File: config.mk
export PLATFORM = sky130hd
export DESIGN_NAME = char_lcd_diff_refresh
export DESIGN_NICKNAME = d
export VERILOG_FILES = /design/src/design/cldr_pkg.sv /design/src/design/cldr_ram.sv /design/src/design/char_lcd_diff_refresh.sv
export VERILOG_INCLUDE_DIRS = /design/src /design/src/design
export SDC_FILE = /design/constraint.sdc
export NUM_CORES = 2
export LEC_CHECK = 0
export ABC_AREA = 1
export BUFFER_PORTS_ARGS = -buffer_cell sky130_fd_sc_hd__buf_2
export CORE_MARGIN = 4
export CORE_UTILIZATION = 25
export CTS_BUF_LIST = sky130_fd_sc_hd__clkbuf_8 sky130_fd_sc_hd__clkbuf_16
export DETAILED_ROUTE_END_ITERATION = 8
export HOLD_SLACK_MARGIN = 0.03
export PLACE_DENSITY = 0.48
export RECOVER_POWER = 50
export SLEW_MARGIN = 10
export SYNTH_ARGS = -nofsm -noshare
export SYNTH_HDL_FRONTEND = slang
export SYNTH_SLANG_ARGS = --single-unit
export TNS_END_PERCENT = 20
File: constraint.sdc
create_clock -name clk -period 3.99 [get_ports clk]
set_clock_uncertainty 0.05 [all_clocks]
set_input_delay 0.1995 -clock clk [delete_from_list [all_inputs] [get_ports clk]]
set_output_delay 0.1995 -clock clk [all_outputs]
set_load 0.01 [all_outputs]
File: src/design/char_lcd_diff_refresh_macros.svh
// assertion macros shared by the character display front end
// no dependencies; included by char_lcd_diff_refresh
`ifndef CHAR_LCD_DIFF_REFRESH_MACROS_SVH
`define CHAR_LCD_DIFF_REFRESH_MACROS_SVH

// same-cycle implication, disabled while reset is asserted
`define CLDR_ASSERT_IMP(label, clk, rst_n, ante, cons, msg) \
	label: assert property (@(posedge clk) disable iff (!rst_n) (ante) |-> (cons)) \
		else $error(msg);

// next-cycle implication, disabled while reset is asserted
`define CLDR_ASSERT_NXT(label, clk, rst_n, ante, cons, msg) \
	label: assert property (@(posedge clk) disable iff (!rst_n) (ante) |=> (cons)) \
		else $error(msg);

`endif

File: src/design/cldr_pkg.sv
// shared constants, control word type and microcode table of the display front end
// no dependencies; used by char_lcd_diff_refresh
package cldr_pkg;

	localparam int LINE_WIDTH = 20;
	localparam int LINE_COUNT = 4;
	localparam int DEPTH      = LINE_WIDTH * LINE_COUNT;
	localparam int ADDR_W     = $clog2(DEPTH);
	localparam int COL_W      = $clog2(LINE_WIDTH);
	localparam int ZERO_ROWS_INIT = (LINE_COUNT < 2) ? LINE_COUNT : 2;

	// input operations
	localparam logic [1:0] OP_STORE   = 2'd0;
	localparam logic [1:0] OP_REFRESH = 2'd1;
	localparam logic [1:0] OP_CLEAR   = 2'd2;
	localparam logic [1:0] OP_INIT    = 2'd3;

	// configuration register indexes
	localparam logic [1:0] REG_LINE0_BASE = 2'd0;
	localparam logic [1:0] REG_LINE1_BASE = 2'd1;
	localparam logic [1:0] REG_LINE2_BASE = 2'd2;
	localparam logic [1:0] REG_LINE3_BASE = 2'd3;

	// display commands
	localparam logic [7:0] CMD_SET_ADDR = 8'h80;
	localparam logic [7:0] CMD_CLEAR    = 8'h01;
	localparam logic [7:0] CMD_HOME     = 8'h02;
	localparam logic [7:0] CMD_FUNC_SET = 8'h28;
	localparam logic [7:0] CMD_DISP_ON  = 8'h0c;
	localparam logic [7:0] CMD_ENTRY    = 8'h06;
	localparam logic [7:0] CHAR_SPACE   = 8'h20;

	// emit sources
	localparam logic [1:0] EM_NONE = 2'd0;
	localparam logic [1:0] EM_CMD  = 2'd1;
	localparam logic [1:0] EM_ADDR = 2'd2;
	localparam logic [1:0] EM_CHAR = 2'd3;

	// jump conditions
	localparam logic [2:0] C_NEXT     = 3'd0;
	localparam logic [2:0] C_ALWAYS   = 3'd1;
	localparam logic [2:0] C_SAME     = 3'd2;
	localparam logic [2:0] C_NOSKIP   = 3'd3;
	localparam logic [2:0] C_MORE     = 3'd4;
	localparam logic [2:0] C_ROW_MORE = 3'd5;

	// program steps
	localparam int PC_W = 5;
	localparam logic [PC_W-1:0] PC_IDLE        = 5'd0;
	localparam logic [PC_W-1:0] PC_REF_ADDR    = 5'd1;
	localparam logic [PC_W-1:0] PC_REF_RD      = 5'd2;
	localparam logic [PC_W-1:0] PC_REF_EVAL    = 5'd3;
	localparam logic [PC_W-1:0] PC_REF_SKIPCHK = 5'd4;
	localparam logic [PC_W-1:0] PC_REF_RADDR   = 5'd5;
	localparam logic [PC_W-1:0] PC_REF_CHAR    = 5'd6;
	localparam logic [PC_W-1:0] PC_REF_ADV     = 5'd7;
	localparam logic [PC_W-1:0] PC_END         = 5'd8;
	localparam logic [PC_W-1:0] PC_REF_SKIP    = 5'd9;
	localparam logic [PC_W-1:0] PC_CLR_ZERO    = 5'd10;
	localparam logic [PC_W-1:0] PC_CLR_CMD     = 5'd11;
	localparam logic [PC_W-1:0] PC_INI_ZERO    = 5'd12;
	localparam logic [PC_W-1:0] PC_INI_HOME    = 5'd13;
	localparam logic [PC_W-1:0] PC_INI_FUNC    = 5'd14;
	localparam logic [PC_W-1:0] PC_INI_CLEAR   = 5'd15;
	localparam logic [PC_W-1:0] PC_INI_DISP    = 5'd16;
	localparam logic [PC_W-1:0] PC_INI_ENTRY   = 5'd17;

	typedef struct packed {
		logic [1:0]      emit;     // result source of this step
		logic [7:0]      cmd;      // command byte for EM_CMD
		logic            rd;       // read both buffers at the current column
		logic            eval;     // copy pending byte to shown, close prefix unless both are nonzero
		logic            zero;     // zero first byte of the current row
		logic            adv;      // step to the next column
		logic            set_skip; // mark an unchanged run
		logic [2:0]      cond;     // jump condition
		logic [PC_W-1:0] target;   // jump target
		logic            fin;      // flush the staged result as last, go idle
	} ucode_t;

	function automatic ucode_t uc(input logic [1:0] emit, input logic [7:0] cmd,
			input logic [4:0] flags, input logic [2:0] cond,
			input logic [PC_W-1:0] target, input logic fin);
		ucode_t w;
		w.emit     = emit;
		w.cmd      = cmd;
		w.rd       = flags[4];
		w.eval     = flags[3];
		w.zero     = flags[2];
		w.adv      = flags[1];
		w.set_skip = flags[0];
		w.cond     = cond;
		w.target   = target;
		w.fin      = fin;
		return w;
	endfunction

	// flag order: rd, eval, zero, adv, set_skip
	function automatic ucode_t uc_rom(input logic [PC_W-1:0] pc);
		ucode_t w;
		unique case (pc)
			PC_REF_ADDR:    w = uc(EM_ADDR, 8'h00, 5'b00000, C_NEXT,     PC_IDLE,     1'b0);
			PC_REF_RD:      w = uc(EM_NONE, 8'h00, 5'b10000, C_NEXT,     PC_IDLE,     1'b0);
			PC_REF_EVAL:    w = uc(EM_NONE, 8'h00, 5'b01000, C_SAME,     PC_REF_SKIP, 1'b0);
			PC_REF_SKIPCHK: w = uc(EM_NONE, 8'h00, 5'b00000, C_NOSKIP,   PC_REF_CHAR, 1'b0);
			PC_REF_RADDR:   w = uc(EM_ADDR, 8'h00, 5'b00000, C_NEXT,     PC_IDLE,     1'b0);
			PC_REF_CHAR:    w = uc(EM_CHAR, 8'h00, 5'b00000, C_NEXT,     PC_IDLE,     1'b0);
			PC_REF_ADV:     w = uc(EM_NONE, 8'h00, 5'b00010, C_MORE,     PC_REF_RD,   1'b0);
			PC_END:         w = uc(EM_NONE, 8'h00, 5'b00000, C_NEXT,     PC_IDLE,     1'b1);
			PC_REF_SKIP:    w = uc(EM_NONE, 8'h00, 5'b00001, C_ALWAYS,   PC_REF_ADV,  1'b0);
			PC_CLR_ZERO:    w = uc(EM_NONE, 8'h00, 5'b00100, C_ROW_MORE, PC_CLR_ZERO, 1'b0);
			PC_CLR_CMD:     w = uc(EM_CMD, CMD_CLEAR, 5'b00000, C_ALWAYS, PC_END,     1'b0);
			PC_INI_ZERO:    w = uc(EM_NONE, 8'h00, 5'b00100, C_ROW_MORE, PC_INI_ZERO, 1'b0);
			PC_INI_HOME:    w = uc(EM_CMD, CMD_HOME,     5'b00000, C_NEXT, PC_IDLE,   1'b0);
			PC_INI_FUNC:    w = uc(EM_CMD, CMD_FUNC_SET, 5'b00000, C_NEXT, PC_IDLE,   1'b0);
			PC_INI_CLEAR:   w = uc(EM_CMD, CMD_CLEAR,    5'b00000, C_NEXT, PC_IDLE,   1'b0);
			PC_INI_DISP:    w = uc(EM_CMD, CMD_DISP_ON,  5'b00000, C_NEXT, PC_IDLE,   1'b0);
			PC_INI_ENTRY:   w = uc(EM_CMD, CMD_ENTRY,    5'b00000, C_ALWAYS, PC_END,  1'b0);
			default:        w = uc(EM_NONE, 8'h00, 5'b00000, C_NEXT,     PC_IDLE,     1'b1);
		endcase
		return w;
	endfunction

endpackage

File: src/design/cldr_ram.sv
// generic simple dual-port ram, one write and one registered read port
// no dependencies; used for both text buffers of char_lcd_diff_refresh
module cldr_ram #(
	parameter int WIDTH = 8,
	parameter int DEPTH = 80
) (
	input  logic                     clk,
	input  logic                     wr_en,
	input  logic [$clog2(DEPTH)-1:0] wr_addr,
	input  logic [WIDTH-1:0]         wr_data,
	input  logic                     rd_en,
	input  logic [$clog2(DEPTH)-1:0] rd_addr,
	output logic [WIDTH-1:0]         rd_data
);

	logic [WIDTH-1:0] mem_q [DEPTH];

	always_ff @(posedge clk) begin
		if (wr_en) begin
			mem_q[wr_addr] <= wr_data;
		end
		if (rd_en) begin
			rd_data <= mem_q[rd_addr];
		end
	end

endmodule

File: src/design/char_lcd_diff_refresh.sv
// top level of the character display front end with differential line refresh
// depends on cldr_pkg, cldr_ram and char_lcd_diff_refresh_macros.svh
//
// usage:
//   s_axis carries one request per transaction: tuser = op, tdata = line, column,
//   char_value. m_axis carries one display byte per transaction: tdata = byte,
//   tuser = is_data, long_wait; tlast marks the final byte of a request.
//   cfg writes the four line base addresses; writes are taken at any time but
//   are meant for idle periods.
// timing:
//   a store gives no output. clear and start-up zero rows, then send their commands.
//   a refresh sends the line address, then per column reads both buffers and
//   sends a character for each changed or tail column, after a new address
//   where one goes out, and skips each unchanged column. one control step
//   per cycle unless a stalled receiver holds the sequencer; one buffer read
//   per column. a request is accepted only while the sequencer is idle; the
//   final byte sits in the output register while the next request is taken.
// reset: both text buffers read as empty (per-entry valid bits), line bases
//   return to 0x00, 0x40, 0x14, 0x54, and the output is empty.
// stall: a stalled receiver holds the sequencer at its next emitting or
//   finishing step; nothing is dropped.
`include "char_lcd_diff_refresh_macros.svh"

module char_lcd_diff_refresh (
	input  logic        clk,
	input  logic        arst_n,
	// config write channel
	input  logic        cfg_valid,
	output logic        cfg_ready,
	input  logic [1:0]  cfg_index,
	input  logic [6:0]  cfg_data,
	// requests
	input  logic        s_axis_tvalid,
	output logic        s_axis_tready,
	input  logic [15:0] s_axis_tdata,   // line[1:0], column[6:2], char_value[14:7], zero
	input  logic [1:0]  s_axis_tuser,   // op[1:0]
	// display bytes
	output logic        m_axis_tvalid,
	input  logic        m_axis_tready,
	output logic [7:0]  m_axis_tdata,   // byte_value[7:0]
	output logic [1:0]  m_axis_tuser,   // is_data[0], long_wait[1]
	output logic        m_axis_tlast
);

	import cldr_pkg::*;

	typedef struct packed {
		logic       is_data;
		logic [7:0] value;
		logic       long_wait;
	} result_t;

	logic [1:0]        in_op;
	logic [1:0]        in_line;
	logic [4:0]        in_column;
	logic [7:0]        in_char;
	logic              in_acc;

	logic [6:0]        base_q [4];
	logic [PC_W-1:0]   pc_q;
	logic [1:0]        line_q;
	logic [COL_W-1:0]  col_q;
	logic [1:0]        row_q;
	logic [2:0]        zlim_q;
	logic              prefix_q;
	logic              tail_q;
	logic              skipped_q;

	logic              stage_v_q;
	result_t           stage_q;
	logic              out_v_q;
	result_t           out_q;
	logic              out_last_q;

	logic [DEPTH-1:0]  pv_q;
	logic [DEPTH-1:0]  sv_q;
	logic              pvr_q;
	logic              svr_q;

	ucode_t            uw;
	logic              active;
	logic              out_free;
	logic              go;
	logic              jump;
	logic [ADDR_W-1:0] cur_addr;
	logic [ADDR_W-1:0] row_addr;
	logic [ADDR_W-1:0] store_addr;
	logic [7:0]        p_rd;
	logic [7:0]        s_rd;
	logic [7:0]        nw;
	logic [7:0]        od;
	logic              both_nz;
	logic              same;
	logic              tail_has;
	logic [6:0]        addr_sum;
	result_t           new_res;

	logic              p_we;
	logic [ADDR_W-1:0] p_waddr;
	logic [7:0]        p_wdata;
	logic              s_we;
	logic [ADDR_W-1:0] s_waddr;
	logic [7:0]        s_wdata;

	assign in_op     = s_axis_tuser;
	assign in_line   = s_axis_tdata[1:0];
	assign in_column = s_axis_tdata[6:2];
	assign in_char   = s_axis_tdata[14:7];

	assign cfg_ready     = 1'b1;
	assign s_axis_tready = (pc_q == PC_IDLE);
	assign in_acc        = s_axis_tvalid && s_axis_tready;

	assign active = (pc_q != PC_IDLE);
	assign uw     = uc_rom(pc_q);

	assign cur_addr   = ADDR_W'(32'(line_q) * LINE_WIDTH + 32'(col_q));
	assign row_addr   = ADDR_W'(32'(row_q) * LINE_WIDTH);
	assign store_addr = ADDR_W'(32'(in_line) * LINE_WIDTH + 32'(in_column));

	// entries never written read as zero
	assign nw = pvr_q ? p_rd : 8'h00;
	assign od = svr_q ? s_rd : 8'h00;

	assign both_nz  = (nw != 8'h00) && (od != 8'h00);
	assign same     = prefix_q && both_nz && (nw == od);
	assign tail_has = tail_q && (nw != 8'h00);
	assign addr_sum = base_q[line_q] + 7'(col_q);

	always_comb begin
		new_res = '0;
		unique case (uw.emit)
			EM_CMD: begin
				new_res.is_data = 1'b0;
				new_res.value   = uw.cmd;
			end
			EM_ADDR: begin
				new_res.is_data = 1'b0;
				new_res.value   = CMD_SET_ADDR | {1'b0, addr_sum};
			end
			EM_CHAR: begin
				new_res.is_data = 1'b1;
				new_res.value   = (prefix_q || tail_has) ? nw : CHAR_SPACE;
			end
			default: begin
				new_res = '0;
			end
		endcase
		new_res.long_wait = !new_res.is_data && (new_res.value == CMD_CLEAR);
	end

	always_comb begin
		unique case (uw.cond)
			C_ALWAYS:   jump = 1'b1;
			C_SAME:     jump = same;
			C_NOSKIP:   jump = !skipped_q;
			C_MORE:     jump = (32'(col_q) + 1) < LINE_WIDTH;
			C_ROW_MORE: jump = (3'(row_q) + 3'd1) < zlim_q;
			default:    jump = 1'b0;
		endcase
	end

	// the staged result moves out only once its successor or the end is known
	assign out_free = !out_v_q || m_axis_tready;
	assign go = !(active && stage_v_q && ((uw.emit != EM_NONE) || uw.fin) && !out_free);

	// buffer write ports
	always_comb begin
		p_we    = 1'b0;
		p_waddr = store_addr;
		p_wdata = in_char;
		s_we    = 1'b0;
		s_waddr = cur_addr;
		s_wdata = nw;
		if (in_acc && in_op == OP_STORE && 32'(in_line) < LINE_COUNT &&
				32'(in_column) < LINE_WIDTH) begin
			p_we = 1'b1;
		end
		if (active && uw.zero) begin
			p_we    = 1'b1;
			p_waddr = row_addr;
			p_wdata = 8'h00;
			s_we    = 1'b1;
			s_waddr = row_addr;
			s_wdata = 8'h00;
		end
		if (active && uw.eval) begin
			s_we = 1'b1;
		end
	end

	cldr_ram #(.WIDTH(8), .DEPTH(DEPTH)) u_pending (
		.clk     (clk),
		.wr_en   (p_we),
		.wr_addr (p_waddr),
		.wr_data (p_wdata),
		.rd_en   (active && uw.rd),
		.rd_addr (cur_addr),
		.rd_data (p_rd)
	);

	cldr_ram #(.WIDTH(8), .DEPTH(DEPTH)) u_shown (
		.clk     (clk),
		.wr_en   (s_we),
		.wr_addr (s_waddr),
		.wr_data (s_wdata),
		.rd_en   (active && uw.rd),
		.rd_addr (cur_addr),
		.rd_data (s_rd)
	);

	always_ff @(posedge clk or negedge arst_n) begin
		if (!arst_n) begin
			pv_q  <= '0;
			sv_q  <= '0;
			pvr_q <= 1'b0;
			svr_q <= 1'b0;
		end else begin
			if (p_we) begin
				pv_q[p_waddr] <= 1'b1;
			end
			if (s_we) begin
				sv_q[s_waddr] <= 1'b1;
			end
			if (active && uw.rd) begin
				pvr_q <= pv_q[cur_addr];
				svr_q <= sv_q[cur_addr];
			end
		end
	end

	// line base registers
	always_ff @(posedge clk or negedge arst_n) begin
		if (!arst_n) begin
			base_q[0] <= 7'h00;
			base_q[1] <= 7'h40;
			base_q[2] <= 7'h14;
			base_q[3] <= 7'h54;
		end else if (cfg_valid && cfg_ready) begin
			unique case (cfg_index)
				REG_LINE0_BASE: base_q[0] <= cfg_data;
				REG_LINE1_BASE: base_q[1] <= cfg_data;
				REG_LINE2_BASE: base_q[2] <= cfg_data;
				REG_LINE3_BASE: base_q[3] <= cfg_data;
				default:        base_q[0] <= base_q[0];
			endcase
		end
	end

	// sequencer and walk state
	always_ff @(posedge clk or negedge arst_n) begin
		if (!arst_n) begin
			pc_q      <= PC_IDLE;
			line_q    <= '0;
			col_q     <= '0;
			row_q     <= '0;
			zlim_q    <= '0;
			prefix_q  <= 1'b0;
			tail_q    <= 1'b0;
			skipped_q <= 1'b0;
		end else if (!active) begin
			if (in_acc) begin
				line_q    <= in_line;
				col_q     <= '0;
				row_q     <= '0;
				prefix_q  <= 1'b1;
				tail_q    <= 1'b1;
				skipped_q <= 1'b0;
				unique case (in_op)
					OP_REFRESH: begin
						if (32'(in_line) < LINE_COUNT) begin
							pc_q <= PC_REF_ADDR;
						end
					end
					OP_CLEAR: begin
						zlim_q <= 3'(LINE_COUNT);
						pc_q   <= PC_CLR_ZERO;
					end
					OP_INIT: begin
						zlim_q <= 3'(ZERO_ROWS_INIT);
						pc_q   <= PC_INI_ZERO;
					end
					default: begin
						pc_q <= PC_IDLE;
					end
				endcase
			end
		end else if (go) begin
			if (uw.eval && prefix_q && !both_nz) begin
				prefix_q <= 1'b0;
			end
			if (uw.emit == EM_ADDR) begin
				skipped_q <= 1'b0;
			end
			if (uw.set_skip) begin
				skipped_q <= 1'b1;
			end
			if (uw.emit == EM_CHAR && !prefix_q && !tail_has) begin
				tail_q <= 1'b0;
			end
			if (uw.adv) begin
				col_q <= col_q + COL_W'(1);
			end
			if (uw.zero) begin
				row_q <= row_q + 2'd1;
			end
			priority if (uw.fin) begin
				pc_q <= PC_IDLE;
			end else if (jump) begin
				pc_q <= uw.target;
			end else begin
				pc_q <= pc_q + PC_W'(1);
			end
		end
	end

	// staging register and output register
	always_ff @(posedge clk or negedge arst_n) begin
		if (!arst_n) begin
			stage_v_q  <= 1'b0;
			out_v_q    <= 1'b0;
			out_last_q <= 1'b0;
		end else begin
			if (active && go && stage_v_q && ((uw.emit != EM_NONE) || uw.fin)) begin
				out_v_q    <= 1'b1;
				out_q      <= stage_q;
				out_last_q <= uw.fin;
			end else if (m_axis_tready) begin
				out_v_q <= 1'b0;
			end
			if (active && go && uw.emit != EM_NONE) begin
				stage_v_q <= 1'b1;
				stage_q   <= new_res;
			end else if (active && go && uw.fin) begin
				stage_v_q <= 1'b0;
			end
		end
	end

	assign m_axis_tvalid = out_v_q;
	assign m_axis_tdata  = out_q.value;
	assign m_axis_tuser  = {out_q.long_wait, out_q.is_data};
	assign m_axis_tlast  = out_last_q;

	`CLDR_ASSERT_IMP(a_idle_stage_empty, clk, arst_n, s_axis_tready, !stage_v_q,
		"request taken while a result is still staged")
	`CLDR_ASSERT_IMP(a_long_wait_clear, clk, arst_n, m_axis_tvalid && m_axis_tuser[1],
		m_axis_tdata == CMD_CLEAR && !m_axis_tuser[0],
		"long wait flag on a byte other than the clear command")
	// the column counter sits one past the line during the finishing step
	`CLDR_ASSERT_IMP(a_col_range, clk, arst_n, active, 32'(col_q) <= LINE_WIDTH,
		"column counter left the line")
	`CLDR_ASSERT_NXT(a_refresh_start, clk, arst_n,
		in_acc && in_op == OP_REFRESH && 32'(in_line) < LINE_COUNT,
		pc_q == PC_REF_ADDR, "refresh did not start at the line address step")

endmodule
==> run_results.csv <==
group,metric,value,unit
cts,clock_path_buffers,3,
worst_setup_path,slowest_stage,"nor2_1",
cts,htree_levels,4,
sta,hold_ws,0.0820,ns
grt,grt_use_total,13.5,%
placed_design,hpwlAfterDp,105,mm
worst_setup_path,critical_path_class,"register to register",
synthesis,syn_inst,5165,
synthesis,synthFlopType,"edfxtp_1",
sta,period_share,93.1,%
worst_setup_path,ff2ff_setup_slack,0.28,ns
sta,setup_viol,0,
cts,numCtsBuffers,154,
cts,cts_tree,"done",
drt,first_pass_iters,5,
cts,cts-resized-gates,0,
synthesis,synthDominantCellAreaShare,63.4,%
die,initial_utilization,25.1,%
die,row_count,183,
worst_setup_path,crit_required,4.35,ns
sta,fmax,0.269,GHz
placed_design,gp_congestion,0.843,
worst_setup_path,critical_path_cell_count,10,
power,peakVddDrop,1.01,mV
grt,antenna_found_initial,8,
worst_setup_path,crit_start,"pc_q[0]",
outcome,failed_checks,"max-capacitance violations, max-slew violations",
power,internal-power,34.2,mW
synthesis,synth-edff-count,1316,
power,power_frac_clock,24.1,%
power,power_density,803,nW/um2
sta,period_minus_slack,3.71,ns
worst_setup_path,timing.rr.start,"pc_q[0]",
worst_setup_path,worstPathArrival,4.07,ns
worst_setup_path,worstPathBufferInverterCount,3,
placed_design,post-place-ws,0.383,ns
grt,grt_max_degree,142,
synthesis,synth.area.top_cells,"edfxtp_1 (63%), dfrtp_1 (8.3%), o21ai_0 (5.9%)",
die,io_pins,46,
grt,grt_pass1_vias,40000,
drt,num_vias,41100,
worst_setup_path,end_kind,"register",
cts,clockRootBuffer,"clkbuf_16",
sta,setup_tns,0,ns
grt,grt_pass1_wl,266,mm
worst_setup_path,ff2ff_path_depth,10,
worst_setup_path,start_kind,"register",
job,maxCapViolations,14,
grt,grt_overflow,0,
synthesis,yosysWarnings,0,
die,die_area,257000,um2
placed_design,io_buffers,43,
drt,drtIter0Drc,3393,
cells_and_area,syn_to_final_growth,17.1,%
synthesis,synth_area,62300,um2
drt,via_per_inst,4.68,
synthesis,syn_avg_cell_area,12.1,um2
power,leakage,25.5,nW
sta,tightest_slew,1.96,ns
power,p_sw,24.4,mW
cells_and_area,layout_common_cells,"edfxtp_1 (1316), nor2_1 (773), o21ai_0 (734)",
sta,slew_viol_final,986,
sta,rsz0062_at_grt,"false",
cells_and_area,drive_gt1_share,11.6,%
synthesis,synth_cell_types,48,
power,p_total,58.6,mW
synthesis,synth_nets,5221,
power,switching_share,41.6,%
synthesis,seq_area_frac_synth,72.0,%
synthesis,synth_seq_cells,1528,
worst_hold_path,hold_path.class,"primary input to register",
drt,drc_errors,0,
cts,clkLatencyLatePin,0.80,ns
worst_setup_path,crit_end,"u_shown.mem_q[62][1]",
worst_hold_path,holdPathStages,6,
worst_setup_path,path_cells,"inv_1 > ha_1 > inv_1 > nor2_1 > nand2_1 > clkbuf_1 > nand2_1 > nand2_1 > nand3_2 > nor2_1",
cells_and_area,post-route-util,29.4,%
synthesis,yosysTopAreaCell,"edfxtp_1",
drt,wl_per_cell,20.4,um
worst_setup_path,r2r-end,"u_shown.mem_q[62][1]",
sta,hold_viol,0,
power,power_frac_seq,34.9,%
outcome,status,"finished with violations",
sta,relSlewSlack,-30.7,%
worst_setup_path,cp_common_cell,"nand2_1",
power,p_comb_share,41.0,%
drt,final_antenna_net_count,0,
cells_and_area,final_common_cell,"edfxtp_1",
worst_setup_path,cp_top_family,"simple AND/OR/NAND/NOR gates",
synthesis,synthArstFlopShare,13.9,%
die,core_area,248000,um2
die,die_width,507,um
cells_and_area,fin_nets,5375,
die,dieHeight,507,um
worst_setup_path,slowest_delay,0.85,ns
worst_setup_path,cp_max_fo,9,
drt,drt-total-wl,179,mm
cts,clk_pin_slew,0.06,ns
sta,final.setup.worst_slack,0.277,ns
cts,cts.sink_count,1528,
-- flip-flops by register name, summed over array words and instances (netlist names), 2 cells and up --
name	cells
row_q	2
sv_q	80
m_axis_tdata	8
zlim_q	2
base_q	28
u_shown.mem_q	640
u_pending.mem_q	640
pv_q	80
m_axis_tuser	2
col_q	5
u_shown.rd_data	8
stage_q	10
u_pending.rd_data	8
pc_q	5
line_q	2
-- Yosys cell counts (2+ instances only) --
cell,instances
a21oi_1,160
a21oi_2,3
a22oi_1,3
buf_1,39
buf_2,95
buf_4,8
buf_6,2
clkbuf_1,206
clkinv_1,2
dfrtp_1,206
dfstp_2,6
edfxtp_1,1316
fa_1,3
ha_1,21
inv_1,154
inv_2,9
nand2_1,551
nand2_2,9
nand3_1,288
nand3_2,8
nand4_1,6
nor2_1,782
nor2_2,6
nor2_4,2
nor3_1,9
o211ai_1,70
o21ai_0,734
o21ai_1,10
o21ai_2,7
o21bai_1,17
o221ai_1,115
o22ai_1,224
o31ai_1,2
or2_1,35
or2_2,39
xnor2_1,3
xor2_1,4
-- logic make-up after synthesis --
logic type / count (synthesis) / share of synthesized area, %
simple gates: 1737 / 11.6
compound gates: 1352 / 12.5
buf+inv: 516 / 3.38
flops: 1528 / 72.0
fa+ha+maj: 24 / 0.518
xor+xnor: 7 / 0.0984
other cells: 1 / 0.00602
-- final cells by class --
cell class	instances	area, um2
repair buffers	348	2900
diodes	2	5.00
clock inverters	117	906
flip-flops and latches	1528	44800
inverters	166	646
well taps	3330	4170
clock buffers	164	4030
fillers	25400	175000
multi-input cells	3121	15500
-- routing by layer --
metal / routed length (um) / vias up / GRT usage, %
met4: 4230 / 0 / 3.50
met1: 81900 / 20700 / 18.9
li1: - / 19100 / -
met2: 83600 / 1057 / 21.9
met5: 0 / - / 0
met3: 9420 / 239 / 2.04
-- worst reg2reg max path, delay by kind of cell (launching register included) --
kind          cells  cell delay, ns
flops             1            0.44
simple gates      6            2.10
fa+ha+maj         1            0.22
buf+inv           3            0.54
-- power groups by stage --
stage | Combinational [mW] | Clock, mW | Sequential (mW)
after floorplan | 13.9 | 0 | 20.6
after global placement | 24.1 | 0 | 20.6
after CTS | 24.4 | 14.5 | 20.3
after detailed placement | 24.2 | 0 | 20.6
final | 24.0 | 14.1 | 20.4
after global routing | 26.1 | 15.1 | 20.5
-- how the worst min path moves through the flow --
stage / start / endpoint / slack [ns]
2_1_floorplan: arst_n / base_q[0] / -0.15
3_3_place_gp: arst_n / base_q[15] / 0.15
3_5_place_dp: arst_n / base_q[1] / 0.16
4_1_cts: s_axis_tdata[3] / pv_q[68] / 0.04
5_1_grt: s_axis_tdata[3] / pv_q[68] / 0.09
6_report: s_axis_tdata[3] / pv_q[68] / 0.08
-- through the flow --
step	instance area, um2	cells
after CTS	73200	8774
after detailed placement	67900	8458
after global routing	73000	8775
after floorplan	62300	5165
final	73000	8776
after global placement	67900	8458
-- timing repair --
action,CTS,global route
endpoints found under the hold margin,536,0
setup buffers,0,0
hold buffers,35,0
No activity file was read; power rests on OpenSTA's default activity.
